<file path="src/design/decentralized_adam_update_macros.svh">
// Assertion macros for the decentralized Adam update block.
// Used by the top level only; depends on nothing else.
`ifndef DECENTRALIZED_ADAM_UPDATE_MACROS_SVH
`define DECENTRALIZED_ADAM_UPDATE_MACROS_SVH

// Same-cycle implication, disabled during reset.
`define DAU_ASSERT_NOW(label, clk, rst_n, ante, cons) \
    label: assert property (@(posedge clk) disable iff (!rst_n) (ante) |-> (cons)) \
        else $error("assertion failed");

// Next-cycle implication, disabled during reset.
`define DAU_ASSERT_NEXT(label, clk, rst_n, ante, cons) \
    label: assert property (@(posedge clk) disable iff (!rst_n) (ante) |=> (cons)) \
        else $error("assertion failed");

`endif

</file>
<file path="src/design/dau_pkg.sv">
// Shared constants, types and saturation helpers of the Adam update block.
// Used by dau_div and decentralized_adam_update; depends on nothing.
package dau_pkg;

    localparam int MAX_NODES  = 16;
    localparam int VECTOR_LEN = 256;
    localparam int NODE_W     = 4;
    localparam int ELEM_W     = 8;
    localparam int ADDR_W     = NODE_W + ELEM_W;
    localparam int DEPTH      = MAX_NODES * VECTOR_LEN;
    localparam int DVD_W      = 48;
    localparam int DVS_W      = 25;

    localparam logic [1:0] MODE_INIT      = 2'd0;
    localparam logic [1:0] MODE_ITERATION = 2'd1;
    localparam logic [1:0] MODE_GRADIENT  = 2'd2;
    localparam logic [1:0] MODE_CONSENSUS = 2'd3;

    localparam logic [2:0] REG_BETA_FIRST   = 3'd0;
    localparam logic [2:0] REG_BETA_SECOND  = 3'd1;
    localparam logic [2:0] REG_EPSILON_TERM = 3'd2;
    localparam logic [2:0] REG_STEP_SIZE    = 3'd3;
    localparam logic [2:0] REG_NODE_COUNT   = 3'd4;

    typedef struct packed {
        logic               start;
        logic [DVD_W-1:0]   dividend;
        logic [DVS_W-1:0]   divisor;
    } t_div_req;

    typedef struct packed {
        logic               done;
        logic [DVD_W-1:0]   quotient;
    } t_div_rsp;

    function automatic logic signed [31:0] f_sat32(input logic signed [49:0] x);
        logic signed [31:0] y;
        if (x > 50'sh7FFFFFFF) begin
            y = 32'sh7FFFFFFF;
        end else if (x < -50'sh80000000) begin
            y = 32'sh80000000;
        end else begin
            y = x[31:0];
        end
        return y;
    endfunction

    // Round half up, drop 16 fraction bits, saturate.
    function automatic logic signed [31:0] f_round_sat(input logic signed [49:0] x);
        logic signed [49:0] t;
        t = (x + 50'sd32768) >>> 16;
        return f_sat32(t);
    endfunction

    // Apply a sign to an unsigned quotient and saturate.
    function automatic logic signed [31:0] f_sat_quo(input logic neg,
                                                     input logic [DVD_W-1:0] q);
        logic signed [31:0] y;
        if (!neg) begin
            y = (q > 48'h7FFFFFFF) ? 32'sh7FFFFFFF : $signed(q[31:0]);
        end else begin
            y = (q > 48'h80000000) ? 32'sh80000000 : $signed(-q[31:0]);
        end
        return y;
    endfunction

endpackage

</file>
<file path="src/design/dau_div.sv">
// Restoring divider, one quotient bit per cycle, shared by every division.
// Depends on dau_pkg for the request and response structs.
module dau_div (
    input  logic              i_clk,
    input  logic              i_rst_n,
    input  dau_pkg::t_div_req i_req,
    output dau_pkg::t_div_rsp o_rsp
);

    logic                          r_busy;
    logic                          r_done;
    logic [5:0]                    r_cnt;
    logic [dau_pkg::DVD_W-1:0]     r_quo;
    logic [dau_pkg::DVS_W-1:0]     r_rem;
    logic [dau_pkg::DVS_W-1:0]     r_dvs;
    logic [dau_pkg::DVS_W:0]       shifted;
    logic [dau_pkg::DVS_W:0]       trial;

    assign shifted = {r_rem, r_quo[dau_pkg::DVD_W-1]};
    assign trial   = shifted - {1'b0, r_dvs};

    always_ff @(posedge i_clk) begin
        if (!i_rst_n) begin
            r_busy <= 1'b0;
            r_done <= 1'b0;
            r_cnt  <= '0;
        end else begin
            r_done <= 1'b0;
            if (i_req.start) begin
                r_busy <= 1'b1;
                r_cnt  <= 6'(dau_pkg::DVD_W);
                r_quo  <= i_req.dividend;
                r_rem  <= '0;
                r_dvs  <= i_req.divisor;
            end else if (r_busy) begin
                if (!trial[dau_pkg::DVS_W]) begin
                    r_rem <= trial[dau_pkg::DVS_W-1:0];
                    r_quo <= {r_quo[dau_pkg::DVD_W-2:0], 1'b1};
                end else begin
                    r_rem <= shifted[dau_pkg::DVS_W-1:0];
                    r_quo <= {r_quo[dau_pkg::DVD_W-2:0], 1'b0};
                end
                r_cnt <= r_cnt - 6'd1;
                if (r_cnt == 6'd1) begin
                    r_busy <= 1'b0;
                    r_done <= 1'b1;
                end
            end
        end
    end

    assign o_rsp.done     = r_done;
    assign o_rsp.quotient = r_quo;

endmodule

</file>
<file path="config.mk">
export PLATFORM = sky130hd
export DESIGN_NAME = dau_div
export DESIGN_NICKNAME = d
export VERILOG_FILES = /design/src/design/decentralized_adam_update_macros.svh /design/src/design/dau_pkg.sv /design/src/design/dau_div.sv
export SDC_FILE = /design/constraint.sdc
export NUM_CORES = 1
export LEC_CHECK = 0
export BUFFER_PORTS_ARGS = -buffer_cell sky130_fd_sc_hd__clkbuf_2
export CAP_MARGIN = 20
export CORE_UTILIZATION = 49
export DETAILED_ROUTE_END_ITERATION = 8
export GPL_ROUTABILITY_DRIVEN = 0
export PLACE_DENSITY = 0.73
export SLEW_MARGIN = 20
export SYNTH_ARGS = -nofsm -noshare
export SYNTH_HDL_FRONTEND = slang
export SYNTH_SLANG_ARGS = --single-unit
export TNS_END_PERCENT = 30
</file>
<file path="constraint.sdc">
create_clock -name i_clk -period 8.7 [get_ports i_clk]
set_clock_uncertainty 0.1 [all_clocks]
set_input_delay 0.87 -clock i_clk [delete_from_list [all_inputs] [get_ports i_clk]]
set_output_delay 0.87 -clock i_clk [all_outputs]
set_load 0.02 [all_outputs]
</file>
Word-level counts from Yosys, hierarchy flattened
Cells that the tools add are included.
Widths: inputs -> output; s select.

operators by class
  muxes and demuxes = 11
  magnitude comparators = 0
  add/subtract/negate cells = 2
  reductions and logical operators = 5
  div/mod/pow operators = 0
  shift-type cells = 0
  bitwise logic cells = 2
  multiply operators = 0
  equality and inequality tests = 1

operator list
  operator             count
  $mux 48              2
  $mux 25              2
  $sub 26x25->26       1
  $mux 6               2
  $eq 6x1->1 const B   1
  $sub 6x1->6 const B  1
  $mux 1               5
  $reduce_and 2->1     2
  $reduce_or 3->1      1
  $not 1->1            2
  $reduce_bool 2->1    1
  $reduce_or 2->1      1

storage, ports and cells
  memories kept = 0
  output and inout bits = 49
  bits in read-only memories = 0
  bits in registers = 106
  logic and storage cells = 28
  latch bits = 0
  bits of input ports = 76
  bits in writable memories = 0

Depth between registers and ports, before layout
  depth after elaboration = 4
  mapped depth = 13
  depth with buffers taken out = 11

Least setup slack after synthesis
No wires, ideal clock.

  kind = in2reg
  from = input i_req[73] (netlist bit)
  to = register r_quo[0] (netlist bit) (enable)
  arrival time = 3.007 ns
  buffers on the path = 2
  library setup time = 0.437 ns
  required time = 8.163 ns
  stages on the path = 3
  path slack = 5.156 ns
  path through = clkbuf_1 -> clkbuf_1 -> o21a_1

between the ends
  cells in the longest elaborated chain, start to end = 2

ends and longest elaborated chain
  item                                RTL line       RTL
  from (decl)                         dau_div.sv:6   input dau_pkg::t_div_req i_req,
  $reduce_bool 2->1 (no source line)  -
  $reduce_and 2->1 (no source line)   -
  to (signal assigned)                dau_div.sv:32  r_quo <= i_req.dividend;
  to (signal assigned)                dau_div.sv:38  r_quo <= {r_quo[dau_pkg::DVD_W-2:0], 1'b1};
  to (signal assigned)                dau_div.sv:41  r_quo <= {r_quo[dau_pkg::DVD_W-2:0], 1'b0};
  to (decl)                           dau_div.sv:13  logic [dau_pkg::DVD_W-1:0] r_quo;

Every way passes these cells.
A chain may end at the register's enable or synchronous reset.

Worst setup path in the final report
  from = register r_rem[0] (netlist bit)
  to = register r_rem[16] (netlist bit) (data pin)

between the ends
  cells in the longest elaborated chain, start to end = 3

ends and longest elaborated chain
  item                    RTL line       RTL
  from (decl)             dau_div.sv:14  logic [dau_pkg::DVS_W-1:0] r_rem;
  from (signal assigned)  dau_div.sv:37  r_rem <= trial[dau_pkg::DVS_W-1:0];
  from (signal assigned)  dau_div.sv:40  r_rem <= shifted[dau_pkg::DVS_W-1:0];
  $sub 26x25->26          dau_div.sv:20  assign trial = shifted - {1'b0, r_dvs};
  $mux 25                 dau_div.sv:36  if (!trial[dau_pkg::DVS_W]) begin
  $mux 25                 dau_div.sv:35  end else if (r_busy) begin

Every way passes these cells. The select of a mux whose other input is x is not followed.

==> impl_metrics.toml <==
[routing]
post_drt_wl_per_cell_um = 16.2
viasPerCell = 5.57
route.detailed.drc = 0
vias = 4047
dr.pass1.iters = 4
drt_iter0_markers = 161
wirelength_um = 11800
final_antenna_net_count = 0

[finish]
fillers = 978
layout-drive-gt1-share = 0.358
area_delta_synth_final_pct = 17.5
layout.area.seq_mm2 = 0.00310
multi_input_area_mm2 = 0.00239
nets = 683
diodes = 0

[critical_path]
required_ns = 8.75
worstPathArrival_ns = 3.63
cp_max_fo = 19
worst_setup_path_end_kind = "register"
r2r_slack_ns = 5.12
reg2reg_from = "r_rem[0]$_SDFFCE_PP0P_"
worstSetupPathType = "register to register"
crit_end = "r_rem[16]$_SDFFCE_PP0P_"
worst_setup_path_start_kind = "register"
startpoint = "r_rem[0]$_SDFFCE_PP0P_"
reg2regPathDepth = 9
r2r-end = "r_rem[16]$_SDFFCE_PP0P_"

[floorplanning]
core_region_area_mm2 = 0.0114
start_util = 0.502
die_height_um = 110
die-width_um = 110
pin_count = 125
row_count = 39
dieArea_mm2 = 0.0121

[yosys]
synth_edf_count = 98
syn_area_mm2 = 0.00573
synthFlopType = "edfxtp_1"
ys_seq_area_frac = 0.541
synth_fp_nets = 566
synth.avg_cell_area_um2 = 12.4
ys_types = 59
yosys-top-cells-area = "edfxtp_1 51%, mux2_2 9.2%, ha_1 5.9%"
synth_cells = 462
synth-async-reset-ratio = 0
postSynthRegisterBits = 106
yosysWarningCount = 0
yosysTopAreaCellShare = 0.513
yosys.area.top_type = "edfxtp_1"

[placed_design]
io_buffers = 124
dp_slack_ns = 5.13
hpwlAfterDp_um = 8050

[power_and_ir_drop]
p_comb_frac = 0.245
clkPwrFrac = 0.281
p_sw_w = 0.000389
leakagePower_nw = 2.75
swShare = 0.292
cellPowerDensity_mw_per_mm2 = 198
total_power_w = 0.00133
ir_drop_v = 0.000118
seq_power_share = 0.474
intPower_w = 0.000943

[grt]
grtUsageTotal = 0.211
overflow = 0
grt_pass1_vias = 4097
antenna_found_initial = 0
grt_pass1_wl_um = 19200
grt_max_degree = 75

[timing]
hold_violations = 0
fin_crit_sh = 0.411
fin_ws_ns = 5.12
final-max-slew-violation-count = 0
fin_crit_ns = 3.58
setup_viol = 0
max_freq_mhz = 279
rsz0062_at_grt = "no"
setup-tns-final_ns = 0
max-slew-margin-rel = 0.289
worstMarginPinSlew_ns = 1.07
hold_ws_ns = 0.398

[min_path]
hold_class = "register to register"

[clocking]
cts_tree = "yes"
clk_pin_slew_ns = 0.07
cts_resized = 0
cts_sinks = 106
numCtsBuffers = 9
htree_levels = 3
postCtsHoldBufs = 0
clock-root-buffer = "clkbuf_16"
cts_buffer_depth = 2
cts_setup_buffers = 0
clkLatencyLatePin_ns = 0.35

[run_status]
status = "complete, no violations"

[run]
maxCapViolations = 0
## worst max-delay path, cell delays in order (launching register included)
cell and delay, ns:
edfxtp_1 0.42, ha_1 0.30, nor2b_1 0.13, o31a_1 0.26, o31a_1 0.30, a21oi_1 0.31
a2111oi_2 0.16, o31a_1 0.31, or2_1 0.61, o41ai_2 0.46
## power by group through the flow
stage	logic, W	clock network, W	registers, W
after floorplan	0.000231	0	0.000656
after global placement	0.000316	0	0.000641
after detailed placement	0.000324	0	0.000642
after CTS	0.000326	0.000383	0.000632
after global routing	0.000361	0.000399	0.000637
final	0.000326	0.000374	0.000632
## Yosys cell counts, drive strengths merged, types with 10 or more instances
| library cell | number |
|---|---|
| edfxtp | 98 |
| mux2 | 47 |
| inv | 37 |
| ha | 27 |
| a21oi | 24 |
| o21ai | 23 |
| nor2 | 22 |
| nand2 | 21 |
| buf | 13 |
| o211ai | 12 |
| xnor2 | 12 |
| o21a | 10 |
## cell type report
cell class / count / area share
Clock buffer: 9 / 0.0335
Clock inverter: 6 / 0.00632
Inverter: 37 / 0.0206
Multi-Input combinational cell: 297 / 0.356
Sequential cell: 106 / 0.461
Tap cell: 143 / 0.0266
Timing Repair Buffer: 128 / 0.0966
## per-layer routing
metal,global-route usage,up-vias,routed length [µm]
li1,-,2001,-
met1,0.264,1920,5260
met2,0.342,111,5500
met3,0.0641,15,816
met4,0.0818,0,201
met5,0,-,0
## state kept, by name, summed over array words and instances, names as in the netlist
signal / count
r_cnt: 6
r_done: 1
r_busy: 1
r_quo: 48
r_rem: 25
r_dvs: 25
## through the flow
step | utilization | cell area, µm² | std cells
2_1_floorplan | - | 5730 | 462
3_3_place_gp | 0.566 | 6460 | 711
3_5_place_dp | 0.566 | 6460 | 711
4_1_cts | 0.590 | 6730 | 726
5_1_grt | 0.590 | 6730 | 726
6_report | 0.590 | 6730 | 726
## how the worst min path moves through the flow
stage | start | to | slack [ns] | depth (start not counted)
finish | r_cnt[1]$_SDFFE_PP0P_ | r_cnt[1]$_SDFFE_PP0P_ | 0.40 | 2
CTS | r_cnt[1]$_SDFFE_PP0P_ | r_cnt[1]$_SDFFE_PP0P_ | 0.40 | 2
floorplan | r_cnt[1]$_SDFFE_PP0P_ | r_cnt[1]$_SDFFE_PP0P_ | 0.37 | 2
global placement | r_cnt[1]$_SDFFE_PP0P_ | r_cnt[1]$_SDFFE_PP0P_ | 0.38 | 2
detailed placement | r_cnt[1]$_SDFFE_PP0P_ | r_cnt[1]$_SDFFE_PP0P_ | 0.39 | 2
global route | r_cnt[1]$_SDFFE_PP0P_ | r_cnt[1]$_SDFFE_PP0P_ | 0.43 | 2
## cell usage in the layout (no fill, tap or decap), drive strengths merged, types with 8 or more instances in the layout
cell	synthesis	routed
a21o	9	9
a21oi	24	24
clkbuf	9	132
dfxtp	8	8
edfxtp	98	98
ha	27	27
inv	37	38
mux2	47	47
nand2	21	21
nor2	22	22
o211ai	12	12
o21a	10	10
o21ai	23	23
xnor2	12	12
## kinds of logic after synthesis
family                     synth area share
adders and majority gates            0.0624
AOI/OAI and AO/OA                     0.162
xor gates and xnor gates             0.0229
and+or+nand+nor                      0.0744
DFF                                   0.541
muxes                                0.0941
buffers and inverters                0.0428
(Power assumes the default switching activity.)
